File: src/dedup_ready_channel_queue_unit_macros.svh
// assertion macros shared by the dedup ready channel queue rtl
// no dependencies; included inside module bodies that check their own logic
`ifndef DEDUP_READY_CHANNEL_QUEUE_UNIT_MACROS_SVH
`define DEDUP_READY_CHANNEL_QUEUE_UNIT_MACROS_SVH

// same-cycle implication, off while reset is asserted
`define DRCQ_ASSERT_IMP(label, clk, rst_n, ante, cons, msg) \
    label: assert property (@(posedge clk) disable iff (!rst_n) (ante) |-> (cons)) \
        else $error(msg);

// next-cycle implication, off while reset is asserted
`define DRCQ_ASSERT_NXT(label, clk, rst_n, ante, cons, msg) \
    label: assert property (@(posedge clk) disable iff (!rst_n) (ante) |=> (cons)) \
        else $error(msg);

`endif

File: src/drcq_pkg.sv
// types and constants of the dedup ready channel queue
// no dependencies; imported by the top level
`timescale 1ns / 1ps
`default_nettype none

package drcq_pkg;

    localparam int CH_W = 6;

    localparam logic OP_ENQUEUE = 1'b0;
    localparam logic OP_DEQUEUE = 1'b1;

    typedef struct packed {
        logic            operation;
        logic [CH_W-1:0] channel_index;
    } cmd_t;

    typedef struct packed {
        logic [CH_W-1:0] out_channel;
        logic            out_valid;
        logic            duplicate_dropped;
        logic            became_available;
        logic            gate_available;
        logic            more_pending;
    } rsp_t;

endpackage

`default_nettype wire

File: src/drcq_ram.sv
// generic single-port-write, single-port-read ram with registered read data
// no dependencies; used for the ready channel fifo
`timescale 1ns / 1ps
`default_nettype none

module drcq_ram #(
    parameter int WIDTH = 6,
    parameter int DEPTH = 64
) (
    input  wire logic                     clk,
    input  wire logic                     we,
    input  wire logic [$clog2(DEPTH)-1:0] waddr,
    input  wire logic [WIDTH-1:0]         wdata,
    input  wire logic                     re,
    input  wire logic [$clog2(DEPTH)-1:0] raddr,
    output logic      [WIDTH-1:0]         rdata
);

    logic [WIDTH-1:0] mem [DEPTH];

    always_ff @(posedge clk)
    begin
        if (we)
        begin
            mem[waddr] <= wdata;
        end
        if (re)
        begin
            rdata <= mem[raddr];
        end
    end

endmodule

`default_nettype wire

File: src/dedup_ready_channel_queue_unit.sv
// Deduplicating ready channel queue: fifo of channel indices plus membership bitmap.
// cmd carries an enqueue or dequeue; rsp carries one result per cmd.
// The cmd channel takes one beat per cycle while the rsp register is empty or drains.
// The result of an accepted beat is registered and shown from the next cycle; a dequeue's
// channel comes from the fifo ram read issued at the accept edge, registered in the ram.
// Throughput: one beat per cycle unless stalled; one ram access, one bitmap test per beat.
// An enqueue of a channel already queued is dropped and flagged; a channel at or above
// NUM_CHANNELS is ignored. A dequeue on an empty queue clears the availability flag.
// The bitmap bit of a popped channel is cleared while its result sits in the rsp
// register; a following enqueue sees that clear through a bypass.
// Reset: fifo empty, bitmap and flag clear, no result pending; no clearing pass,
// cmd_ready is high right after reset. Fifo ram contents need no reset.
// Stall: while rsp_valid is high and rsp_ready low, the result holds and cmd_ready is low.
// Depends on drcq_pkg, drcq_ram and the assertion macro header.
`timescale 1ns / 1ps
`default_nettype none

module dedup_ready_channel_queue_unit #(
    parameter int NUM_CHANNELS = 64
) (
    input  wire logic           clk,
    input  wire logic           rst_n,
    input  wire logic           cmd_valid,
    output logic                cmd_ready,
    input  wire drcq_pkg::cmd_t cmd,
    output logic                rsp_valid,
    input  wire logic           rsp_ready,
    output drcq_pkg::rsp_t      rsp
);

    import drcq_pkg::*;

    `include "dedup_ready_channel_queue_unit_macros.svh"

    // only channels that fit the index field can ever be queued
    localparam int LIVE_CH = (NUM_CHANNELS < (1 << CH_W)) ? NUM_CHANNELS : (1 << CH_W);
    localparam int IDX_W   = $clog2(LIVE_CH);
    localparam int CNT_W   = $clog2(LIVE_CH + 1);

    typedef struct packed {
        logic pop;
        logic dup;
        logic became;
        logic gate;
        logic more;
    } stat_t;

    logic [LIVE_CH-1:0] bitmap_reg, bitmap_next, bitmap_eff, set_mask, clr_mask;
    logic [IDX_W-1:0]   head_reg, head_next, tail_reg, tail_next;
    logic [CNT_W-1:0]   count_reg, count_next;
    logic               flag_reg, flag_next;
    logic               s1_valid_reg, s1_valid_next;
    stat_t              stat_reg, stat_next;
    logic [CH_W-1:0]    ram_q;

    logic               accept, is_enq, ch_ok, hit, empty;
    logic               enq_ok, deq_ok, deq_empty;
    logic [IDX_W-1:0]   ch_idx;

    assign cmd_ready = !s1_valid_reg || rsp_ready;
    assign accept    = cmd_valid && cmd_ready;
    assign is_enq    = (cmd.operation == OP_ENQUEUE);
    assign ch_ok     = (int'(cmd.channel_index) < NUM_CHANNELS);
    assign ch_idx    = cmd.channel_index[IDX_W-1:0];
    assign empty     = (count_reg == '0);

    // pending clear of the channel whose pop result is in the rsp register
    always_comb
    begin
        clr_mask = '0;
        if (s1_valid_reg && stat_reg.pop)
        begin
            clr_mask[ram_q[IDX_W-1:0]] = 1'b1;
        end
    end

    assign bitmap_eff = bitmap_reg & ~clr_mask;
    assign hit        = ch_ok && bitmap_eff[ch_idx];

    assign enq_ok    = accept && is_enq && ch_ok && !hit;
    assign deq_ok    = accept && !is_enq && !empty;
    assign deq_empty = accept && !is_enq && empty;

    always_comb
    begin
        set_mask = '0;
        if (enq_ok)
        begin
            set_mask[ch_idx] = 1'b1;
        end
    end

    assign bitmap_next = bitmap_eff | set_mask;

    always_comb
    begin
        head_next  = head_reg;
        tail_next  = tail_reg;
        count_next = count_reg;
        if (enq_ok)
        begin
            tail_next  = (tail_reg == IDX_W'(LIVE_CH - 1)) ? '0 : tail_reg + 1'b1;
            count_next = count_reg + 1'b1;
        end
        else if (deq_ok)
        begin
            head_next  = (head_reg == IDX_W'(LIVE_CH - 1)) ? '0 : head_reg + 1'b1;
            count_next = count_reg - 1'b1;
        end
    end

    always_comb
    begin
        priority if (enq_ok && empty)
        begin
            flag_next = 1'b1;
        end
        else if (deq_empty)
        begin
            flag_next = 1'b0;
        end
        else
        begin
            flag_next = flag_reg;
        end
    end

    always_comb
    begin
        stat_next.pop    = deq_ok;
        stat_next.dup    = accept && is_enq && hit;
        stat_next.became = enq_ok && empty;
        stat_next.gate   = flag_next;
        stat_next.more   = (count_next != '0);
    end

    always_comb
    begin
        priority if (accept)
        begin
            s1_valid_next = 1'b1;
        end
        else if (rsp_ready)
        begin
            s1_valid_next = 1'b0;
        end
        else
        begin
            s1_valid_next = s1_valid_reg;
        end
    end

    always_ff @(posedge clk or negedge rst_n)
    begin
        if (!rst_n)
        begin
            bitmap_reg   <= '0;
            head_reg     <= '0;
            tail_reg     <= '0;
            count_reg    <= '0;
            flag_reg     <= 1'b0;
            s1_valid_reg <= 1'b0;
        end
        else
        begin
            bitmap_reg   <= bitmap_next;
            head_reg     <= head_next;
            tail_reg     <= tail_next;
            count_reg    <= count_next;
            flag_reg     <= flag_next;
            s1_valid_reg <= s1_valid_next;
        end
    end

    always_ff @(posedge clk)
    begin
        if (accept)
        begin
            stat_reg <= stat_next;
        end
    end

    // read data only moves on a new pop, so it holds through a stall
    drcq_ram #(
        .WIDTH (CH_W),
        .DEPTH (LIVE_CH)
    ) u_fifo_ram (
        .clk   (clk),
        .we    (enq_ok),
        .waddr (tail_reg),
        .wdata (cmd.channel_index),
        .re    (deq_ok),
        .raddr (head_reg),
        .rdata (ram_q)
    );

    assign rsp_valid             = s1_valid_reg;
    assign rsp.out_channel       = stat_reg.pop ? ram_q : '0;
    assign rsp.out_valid         = stat_reg.pop;
    assign rsp.duplicate_dropped = stat_reg.dup;
    assign rsp.became_available  = stat_reg.became;
    assign rsp.gate_available    = stat_reg.gate;
    assign rsp.more_pending      = stat_reg.more;

    `DRCQ_ASSERT_IMP(a_empty_ptrs, clk, rst_n, count_reg == '0, head_reg == tail_reg,
        "empty queue with head and tail apart")
    `DRCQ_ASSERT_IMP(a_count_bound, clk, rst_n, 1'b1, int'(count_reg) <= LIVE_CH,
        "entry count above channel count")
    `DRCQ_ASSERT_IMP(a_bitmap_exact, clk, rst_n, !(s1_valid_reg && stat_reg.pop),
        $countones(bitmap_reg) == int'(count_reg), "bitmap out of step with entry count")
    `DRCQ_ASSERT_IMP(a_bitmap_pop, clk, rst_n, s1_valid_reg && stat_reg.pop,
        $countones(bitmap_reg) == int'(count_reg) ||
        $countones(bitmap_reg) == int'(count_reg) + 1, "bitmap off by more than a pop")
    `DRCQ_ASSERT_NXT(a_became_gate, clk, rst_n, accept && stat_next.became,
        rsp_valid && rsp.more_pending && rsp.gate_available && !rsp.duplicate_dropped,
        "became available without pending entry and raised flag")

endmodule

`default_nettype wire
File: config.mk
export PLATFORM = sky130hd
export DESIGN_NAME = dedup_ready_channel_queue_unit
export DESIGN_NICKNAME = d
export VERILOG_FILES = /design/src/drcq_pkg.sv /design/src/drcq_ram.sv /design/src/dedup_ready_channel_queue_unit.sv
export VERILOG_INCLUDE_DIRS = /design/src /design/src/src
export SDC_FILE = /design/constraint.sdc
export NUM_CORES = 1
export LEC_CHECK = 0
export BUFFER_PORTS_ARGS = -buffer_cell sky130_fd_sc_hd__buf_4
export CAP_MARGIN = 25
export CORE_AREA = 8 8 162 279
export CTS_CLUSTER_SIZE = 16
export DETAILED_ROUTE_END_ITERATION = 7
export DIE_AREA = 0 0 170 287
export HOLD_SLACK_MARGIN = 0.02
export REMOVE_ABC_BUFFERS = 1
export SLEW_MARGIN = 20
export SYNTH_ARGS = -nofsm -noshare
export SYNTH_HDL_FRONTEND = slang
export SYNTH_HIERARCHICAL = 1
export SYNTH_SLANG_ARGS = --single-unit
File: constraint.sdc
create_clock -name clk -period 4.9 [get_ports clk]
set_input_delay 1.47 -clock clk [delete_from_list [all_inputs] [get_ports clk]]
set_output_delay 1.47 -clock clk [all_outputs]
set_load 0.02 [all_outputs]
After elaboration in Yosys (flattened, before gate mapping)

Memories as Yosys holds them, arrays and structs flattened. A register that Yosys moved wholly into a read port is not among the register bits.
Cells that the tools add are included.

$add $sub $neg: 4
Magnitude comparators: 4
Equal/unequal tests: 2
Reduce and logical (&&, ||, !) cells: 19
Bitwise gates (word level): 5
Mux-type cells: 19

Operator list:

| kind                                                                                 | number |
|---|---|
| 64-bit 2-to-1 mux                                                                    | 2 |
| 64-bit bitwise AND                                                                   | 1 |
| 64-bit inverter                                                                      | 1 |
| 64-bit OR                                                                            | 1 |
| 6-bit 2-to-1 mux                                                                     | 3 |
| 6-bit by 7-bit less-than comparator with 1-bit output (second input constant)        | 2 |
| 7-bit 2-to-1 mux                                                                     | 2 |
| 6-bit by 1-bit adder with 6-bit output (second input constant)                       | 2 |
| 1-bit demux with 6-bit select                                                        | 2 |
| 6-bit == test (second input constant)                                                | 2 |
| 6-bit by 1-bit greater-or-equal comparator with 1-bit output (second input constant) | 2 |
| 1-bit logical AND                                                                    | 11 |
| 1-bit 2-to-1 mux                                                                     | 9 |
| 7-bit by 1-bit adder with 7-bit output (second input constant)                       | 1 |
| 7-bit logical NOT                                                                    | 1 |
| 7-bit nonzero test                                                                   | 1 |
| 7-bit by 1-bit subtractor with 7-bit output (second input constant)                  | 1 |
| 1-bit binary-select mux with 6-bit select                                            | 1 |
| 1-bit logical NOT                                                                    | 3 |
| 1-bit inverter                                                                       | 2 |
| 2-bit AND reduction                                                                  | 1 |
| 2-bit nonzero test                                                                   | 1 |
| 1-bit logical OR                                                                     | 1 |

Memories kept: 1
Logic and storage cells: 65
Output and inout bits: 13
Bits in writable memories: 384
Flip-flop bits (word level): 90

Memories:

| name           | depth | bits a word | read ports | clocked after memory_dff | wr ports | line           | RTL |
|---|---|---|---|---|---|---|---|
| u_fifo_ram.mem | 64    | 6           | 1          | 1                        | 1        | drcq_ram.sv:19 | `logic [WIDTH-1:0] mem [DEPTH];` |

Depth between registers and ports, before layout

Depth after elaboration: 13
Gate-level depth with buffers: 13
Mapped depth without buffers: 11

Modules after synthesis

The synthesis kept the hierarchy.

By module, submodules not included:

| module                         | instances | seq. area each (um^2) | area an instance (um^2) | cells each |
|---|---|---|---|---|
| drcq_ram                       | 1         | 11711.2               | 15285.9                 | 720 |
| dedup_ready_channel_queue_unit | 1         | 2277.2                | 5134.9                  | 554 |

Least setup slack after synthesis

No wires, ideal clock.

Path kind: input port to flip-flop
From: in cmd[2] (netlist name)
To: mem u_fifo_ram.mem[48][0] (enable)
Required time: 4523 ps
Setup time: 377 ps
Arrival time: 4142 ps
Setup slack: 381 ps
Stages: 13
Buffers on the path: 3
Cells stage by stage: clkbuf_1 clkbuf_1 inv_1 nand2_1 o22ai_1 o31a_1 nor4_4 nand3_2 inv_1 buf_2 nor2b_1 nand4b_1 nor3_1

Longest elaborated chain between the ends: 6

Ends and longest elaborated chain:

| what                                      | line                                 | RTL |
|---|---|---|
| start, declared                           | dedup_ready_channel_queue_unit.sv:25 | `input wire drcq_pkg::cmd_t cmd,` |
| 1-bit binary-select mux with 6-bit select | dedup_ready_channel_queue_unit.sv:78 | `assign hit = ch_ok && bitmap_eff[ch_idx];` |
| 1-bit 2-to-1 mux (not written as such)    | dedup_ready_channel_queue_unit.sv:78 |  |
| 1-bit logical NOT                         | dedup_ready_channel_queue_unit.sv:80 | `assign enq_ok = accept && is_enq && ch_ok && !hit;` |
| 1-bit logical AND                         | dedup_ready_channel_queue_unit.sv:80 |  |
| net enq_ok                                | dedup_ready_channel_queue_unit.sv:57 | `logic enq_ok, deq_ok, deq_empty;` |
| 1-bit 2-to-1 mux                          | drcq_ram.sv:23                       | `if (we)` |
| 1-bit 2-to-1 mux (not written as such)    | drcq_ram.sv:25                       | `mem[waddr] <= wdata;` |
| end, declared                             | drcq_ram.sv:19                       |  |

The timed path passes the listed nets, and every way through them passes these cells. The select of a mux whose other input is x is not followed.

Final worst setup path

From: reg u_fifo_ram.rdata[2] (read register of u_fifo_ram.mem)
To: mem u_fifo_ram.mem[38][2] (enable)

Longest elaborated chain between the ends: 13
Elaborated cells on any way between the ends: 14

Ends and longest elaborated chain:

| what                                                                                                                                                               | line                                 | RTL |
|---|---|---|
| start, declared                                                                                                                                                    | drcq_ram.sv:16                       | `output logic [WIDTH-1:0] rdata` |
| 6-bit by 7-bit less-than comparator with 1-bit output (not written as such) / 6-bit by 1-bit greater-or-equal comparator with 1-bit output (equally long branches) | dedup_ready_channel_queue_unit.sv:73 | `clr_mask[ram_q[IDX_W-1:0]] = 1'b1;` |
| 1-bit logical AND (not written as such)                                                                                                                            | dedup_ready_channel_queue_unit.sv:73 |  |
| 1-bit 2-to-1 mux (not written as such)                                                                                                                             | dedup_ready_channel_queue_unit.sv:73 |  |
| 1-bit demux with 6-bit select (*)                                                                                                                                  | dedup_ready_channel_queue_unit.sv:73 |  |
| 64-bit 2-to-1 mux (*)                                                                                                                                              | dedup_ready_channel_queue_unit.sv:71 | `if (s1_valid_reg && stat_reg.pop)` |
| 64-bit inverter (*)                                                                                                                                                | dedup_ready_channel_queue_unit.sv:77 | `assign bitmap_eff = bitmap_reg & ~clr_mask;` |
| 64-bit bitwise AND (*)                                                                                                                                             | dedup_ready_channel_queue_unit.sv:77 |  |
| 1-bit binary-select mux with 6-bit select (*)                                                                                                                      | dedup_ready_channel_queue_unit.sv:78 |  |
| 1-bit 2-to-1 mux (not written as such) (*)                                                                                                                         | dedup_ready_channel_queue_unit.sv:78 |  |
| 1-bit logical NOT (*)                                                                                                                                              | dedup_ready_channel_queue_unit.sv:80 |  |
| 1-bit logical AND (*)                                                                                                                                              | dedup_ready_channel_queue_unit.sv:80 |  |
| 1-bit 2-to-1 mux (*)                                                                                                                                               | drcq_ram.sv:23                       |  |
| 1-bit 2-to-1 mux (not written as such) (*)                                                                                                                         | drcq_ram.sv:25                       |  |

Every way passes the cells marked *; elsewhere a longest branch is shown, timed or not. The select of a mux whose other input is x is not followed.

==> impl_metrics.sql <==
INSERT INTO impl_metrics (metric_group, metric, value, unit) VALUES
('floorplan', 'core', '41400', 'um2'),
('synthesis', 'synth-main-ff-cell', 'sky130_fd_sc_hd__edfxtp_1', ''),
('sta', 'worst_slew_pin_slew', '0.958', 'ns'),
('finish', 'mostFrequentLayoutCell', 'sky130_fd_sc_hd__edfxtp_1', ''),
('worst_setup_path', 'timing.setup.critical_path_class', 'reg -> reg', ''),
('sta', 'grt_setup_unrepaired', 'false', ''),
('finish', 'final.fill_count', '3377', ''),
('run_status', 'outcome', 'finished clean', ''),
('sta', 'final_hold_viols', '0', ''),
('grt', 'via_count_of_the_first_global_routing_pass', '13000', ''),
('placed_design', 'hpwlAfterDp', '38400', 'um'),
('finish', 'drive_gt1_share', '20.9', '%'),
('sta', 'layout_min_cycle_time', '4.72', 'ns'),
('sta', 'setup_violations', '0', ''),
('flow_run', 'max-cap-violations', '0', ''),
('sta', 'fin_crit_sh', '96.3', '%'),
('worst_setup_path', 'timing.critical_path.arrival', '4.89', 'ns'),
('power', 'cellLeakagePower', '7.53', 'nW'),
('synthesis', 'synth_enable_flop_cells', '395', ''),
('hold_path', 'worst_hold_path_cells', '2', ''),
('grt', 'grt_first_pass_wirelength', '82000', 'um'),
('synthesis', 'syn-mean-instance-area', '16.0', 'um2'),
('worst_setup_path', 'worst_ep_required_time', '5.07', 'ns'),
('sta', 'fmaxAchievable', '0.212', 'GHz'),
('clock_network', 'cts-root-buf', 'sky130_fd_sc_hd__clkbuf_16', ''),
('drt', 'drc_errors_left', '0', ''),
('power', 'clock_power_share', '30.0', '%'),
('floorplan', 'floorplan.initialDensity', '49.4', '%'),
('clock_network', 'clock_tree.htree_level_count', '2', ''),
('finish', 'postLayoutCoreUtil', '55.5', '%'),
('drt', 'final_antenna_net_count', '0', ''),
('floorplan', 'die-area', '48800', 'um2'),
('drt', 'drt_pass1_iterations', '7', ''),
('power', 'power.share.sequential', '48.5', '%'),
('grt', 'groute.usage.overall', '22.8', '%'),
('floorplan', 'core.rowCount', '99', ''),
('grt', 'gr-total-overflow', '0', ''),
('drt', 'drt_iter0_drc', '690', ''),
('finish', 'design.final.nets', '1370', ''),
('sta', 'timing.final.max_slew_violations', '0', ''),
('power', 'part_of_the_power_in_combinational_logic', '21.5', '%'),
('synthesis', 'post_synth_cell_types', '81', ''),
('grt', 'maximum_number_of_pins_on_one_net_before_global_route_repair', '65', ''),
('hold_path', 'hold_class', 'reg -> reg', ''),
('power', 'total_power', '10.6', 'mW'),
('clock_network', 'tritoncts_num_sinks', '480', ''),
('synthesis', 'ys_async_sr_fraction', '17.7', '%'),
('drt', 'post_drt_wl_per_cell', '28.2', 'um'),
('power', 'cellPowerDensity', '463', 'nW/um2'),
('synthesis', 'netlist_area', '20400', 'um2'),
('synthesis', 'synth.yosys.seq_area_share', '68.5', '%'),
('placed_design', 'buffer_ports.inserted', '23', ''),
('synthesis', 'synth_top_family_by_area', 'multiplexers', ''),
('finish', 'antenna_cells_inserted', '0', ''),
('power', 'internal_power', '7.48', 'mW'),
('floorplan', 'chipWidth', '170', 'um'),
('finish', 'layout.cell_area.non_filler', '22900', 'um2'),
('clock_network', 'cts_made_buffers', '42', ''),
('synthesis', 'postSynthCellCount', '1274', ''),
('synthesis', 'synth.yosys.warnings', '6', ''),
('floorplan', 'floorplan.io_pins', '24', ''),
('placed_design', 'postPlaceCellArea', '21600', 'um2'),
('power', 'netSwitchingFraction', '29.5', '%'),
('synthesis', 'adder_cell_share_of_the_synthesized_area', '0.306', '%'),
('worst_setup_path', 'reg2regPathDepth', '11', ''),
('clock_network', 'clk_path_buf_depth', '3', ''),
('power', 'total_switching_power', '3.13', 'mW'),
('finish', 'layout_common_cells', 'sky130_fd_sc_hd__edfxtp_1 (395), sky130_fd_sc_hd__buf_4 (106), sky130_fd_sc_hd__o21ai_0 (93)', ''),
('synthesis', 'synth.mux.area_fraction', '11.6', '%'),
('drt', 'routed_via_density', '6.24', ''),
('clock_network', 'cts_hold_buffers', '0', '');
synthesized netlist by cell type (all sizes together) (10+ instances only):
library cell	instances	share of area [%]
nor3	10	0.25
nand3b	13	0.48
dfrtp	85	10
a211oi	12	0.44
nand4	15	0.46
nor2	80	1.5
clkbuf	40	0.74
o211ai	11	0.40
nor2b	10	0.31
inv	23	0.42
mux2i	15	0.74
o31ai	22	0.81
buf	37	1.3
nand2	58	1.1
a21oi	16	0.39
mux4	93	10
o21ai	99	2.4
nand2b	15	0.46
o22ai	24	0.74
edfxtp	395	58
nand3	25	0.64
cell families after synthesis:
group	count (synthesis)
AND/OR/NAND/NOR	305
adder cells (fa/ha/maj)	5
AO/OA/AOI/OAI	257
flip-flops	480
multiplexers	117
buffers and inverters	101
XOR/XNOR	9
layout make-up:
class,instances,area [um2],area share (%)
clock inverters,15,130,0.567
multi-input cells,693,5930,25.9
flip-flops and latches,480,14000,61.0
repair buffers,113,936,4.08
well taps,555,694,3.03
clock buffers,59,1160,5.06
inverters,24,90.1,0.393
power groups by stage:
stage          registers (mW)  clock network, mW  logic (mW)
3_3_place_gp             5.23                  0        2.26
4_1_cts                  5.15               3.25        2.30
5_1_grt                  5.20               3.39        2.44
2_1_floorplan            5.20                  0        1.44
3_5_place_dp             5.23                  0        2.29
6_report                 5.15               3.18        2.28
repair_timing:
action,4_1_cts,5_1_grt
buffers inserted,0,0
endpoints found under the setup margin,0,192
resized for setup,0,3
worst max-delay path: stages, from the launching register on:
cell                       delay, ns
sky130_fd_sc_hd__edfxtp_1       0.92
sky130_fd_sc_hd__or4b_1         0.62
sky130_fd_sc_hd__o21ai_0        0.27
sky130_fd_sc_hd__o22ai_1        0.14
sky130_fd_sc_hd__o31ai_2        0.50
sky130_fd_sc_hd__and4_1         0.49
sky130_fd_sc_hd__nand3_2        0.12
sky130_fd_sc_hd__inv_1          0.16
sky130_fd_sc_hd__nor2b_1        0.31
sky130_fd_sc_hd__nand3_1        0.17
sky130_fd_sc_hd__buf_12         0.19
sky130_fd_sc_hd__nor2_1         0.44
path summary, 6_finish.rpt:
check                      slack [ns]                           from                               to
min in group asynchronous        1.04                          rst_n           count_reg[5]$_DFF_PN0_
max reg2reg                      0.18  u_fifo_ram/rdata[2]$_DFFE_PP_  u_fifo_ram/mem[38][2]$_DFFE_PP_
min                              0.48       bitmap_reg[53]$_DFF_PN0_         bitmap_reg[53]$_DFF_PN0_
max in group asynchronous        2.95                          rst_n         bitmap_reg[29]$_DFF_PN0_
max                              0.18  u_fifo_ram/rdata[2]$_DFFE_PP_  u_fifo_ram/mem[38][2]$_DFFE_PP_
min reg2reg                      0.48       bitmap_reg[53]$_DFF_PN0_         bitmap_reg[53]$_DFF_PN0_
per-stage QoR:
stage / setup TNS [ns] / setup slack [ns] / std cells / hold WS (ns)
6_report: 0 / 0.183 / 1939 / 0.479
5_1_grt: 0 / 0.0166 / 1939 / 0.505
4_1_cts: 0 / 0.270 / 1939 / 0.476
3_5_place_dp: -13.13 / -0.126 / 1865 / 0.462
3_3_place_gp: -3.60 / -0.0993 / 1865 / 0.458
2_1_floorplan: -2.53 / -0.510 / 1197 / 0.441
routing by layer:
metal / share of wire [%] / GRT usage, %
met4: 6.6 / 14.0
met5: 0.020 / 0
met2: 56 / 43.8
met3: 3.8 / 2.79
met1: 33 / 22.8
Note: power is estimated with default switching activity, not from simulation.
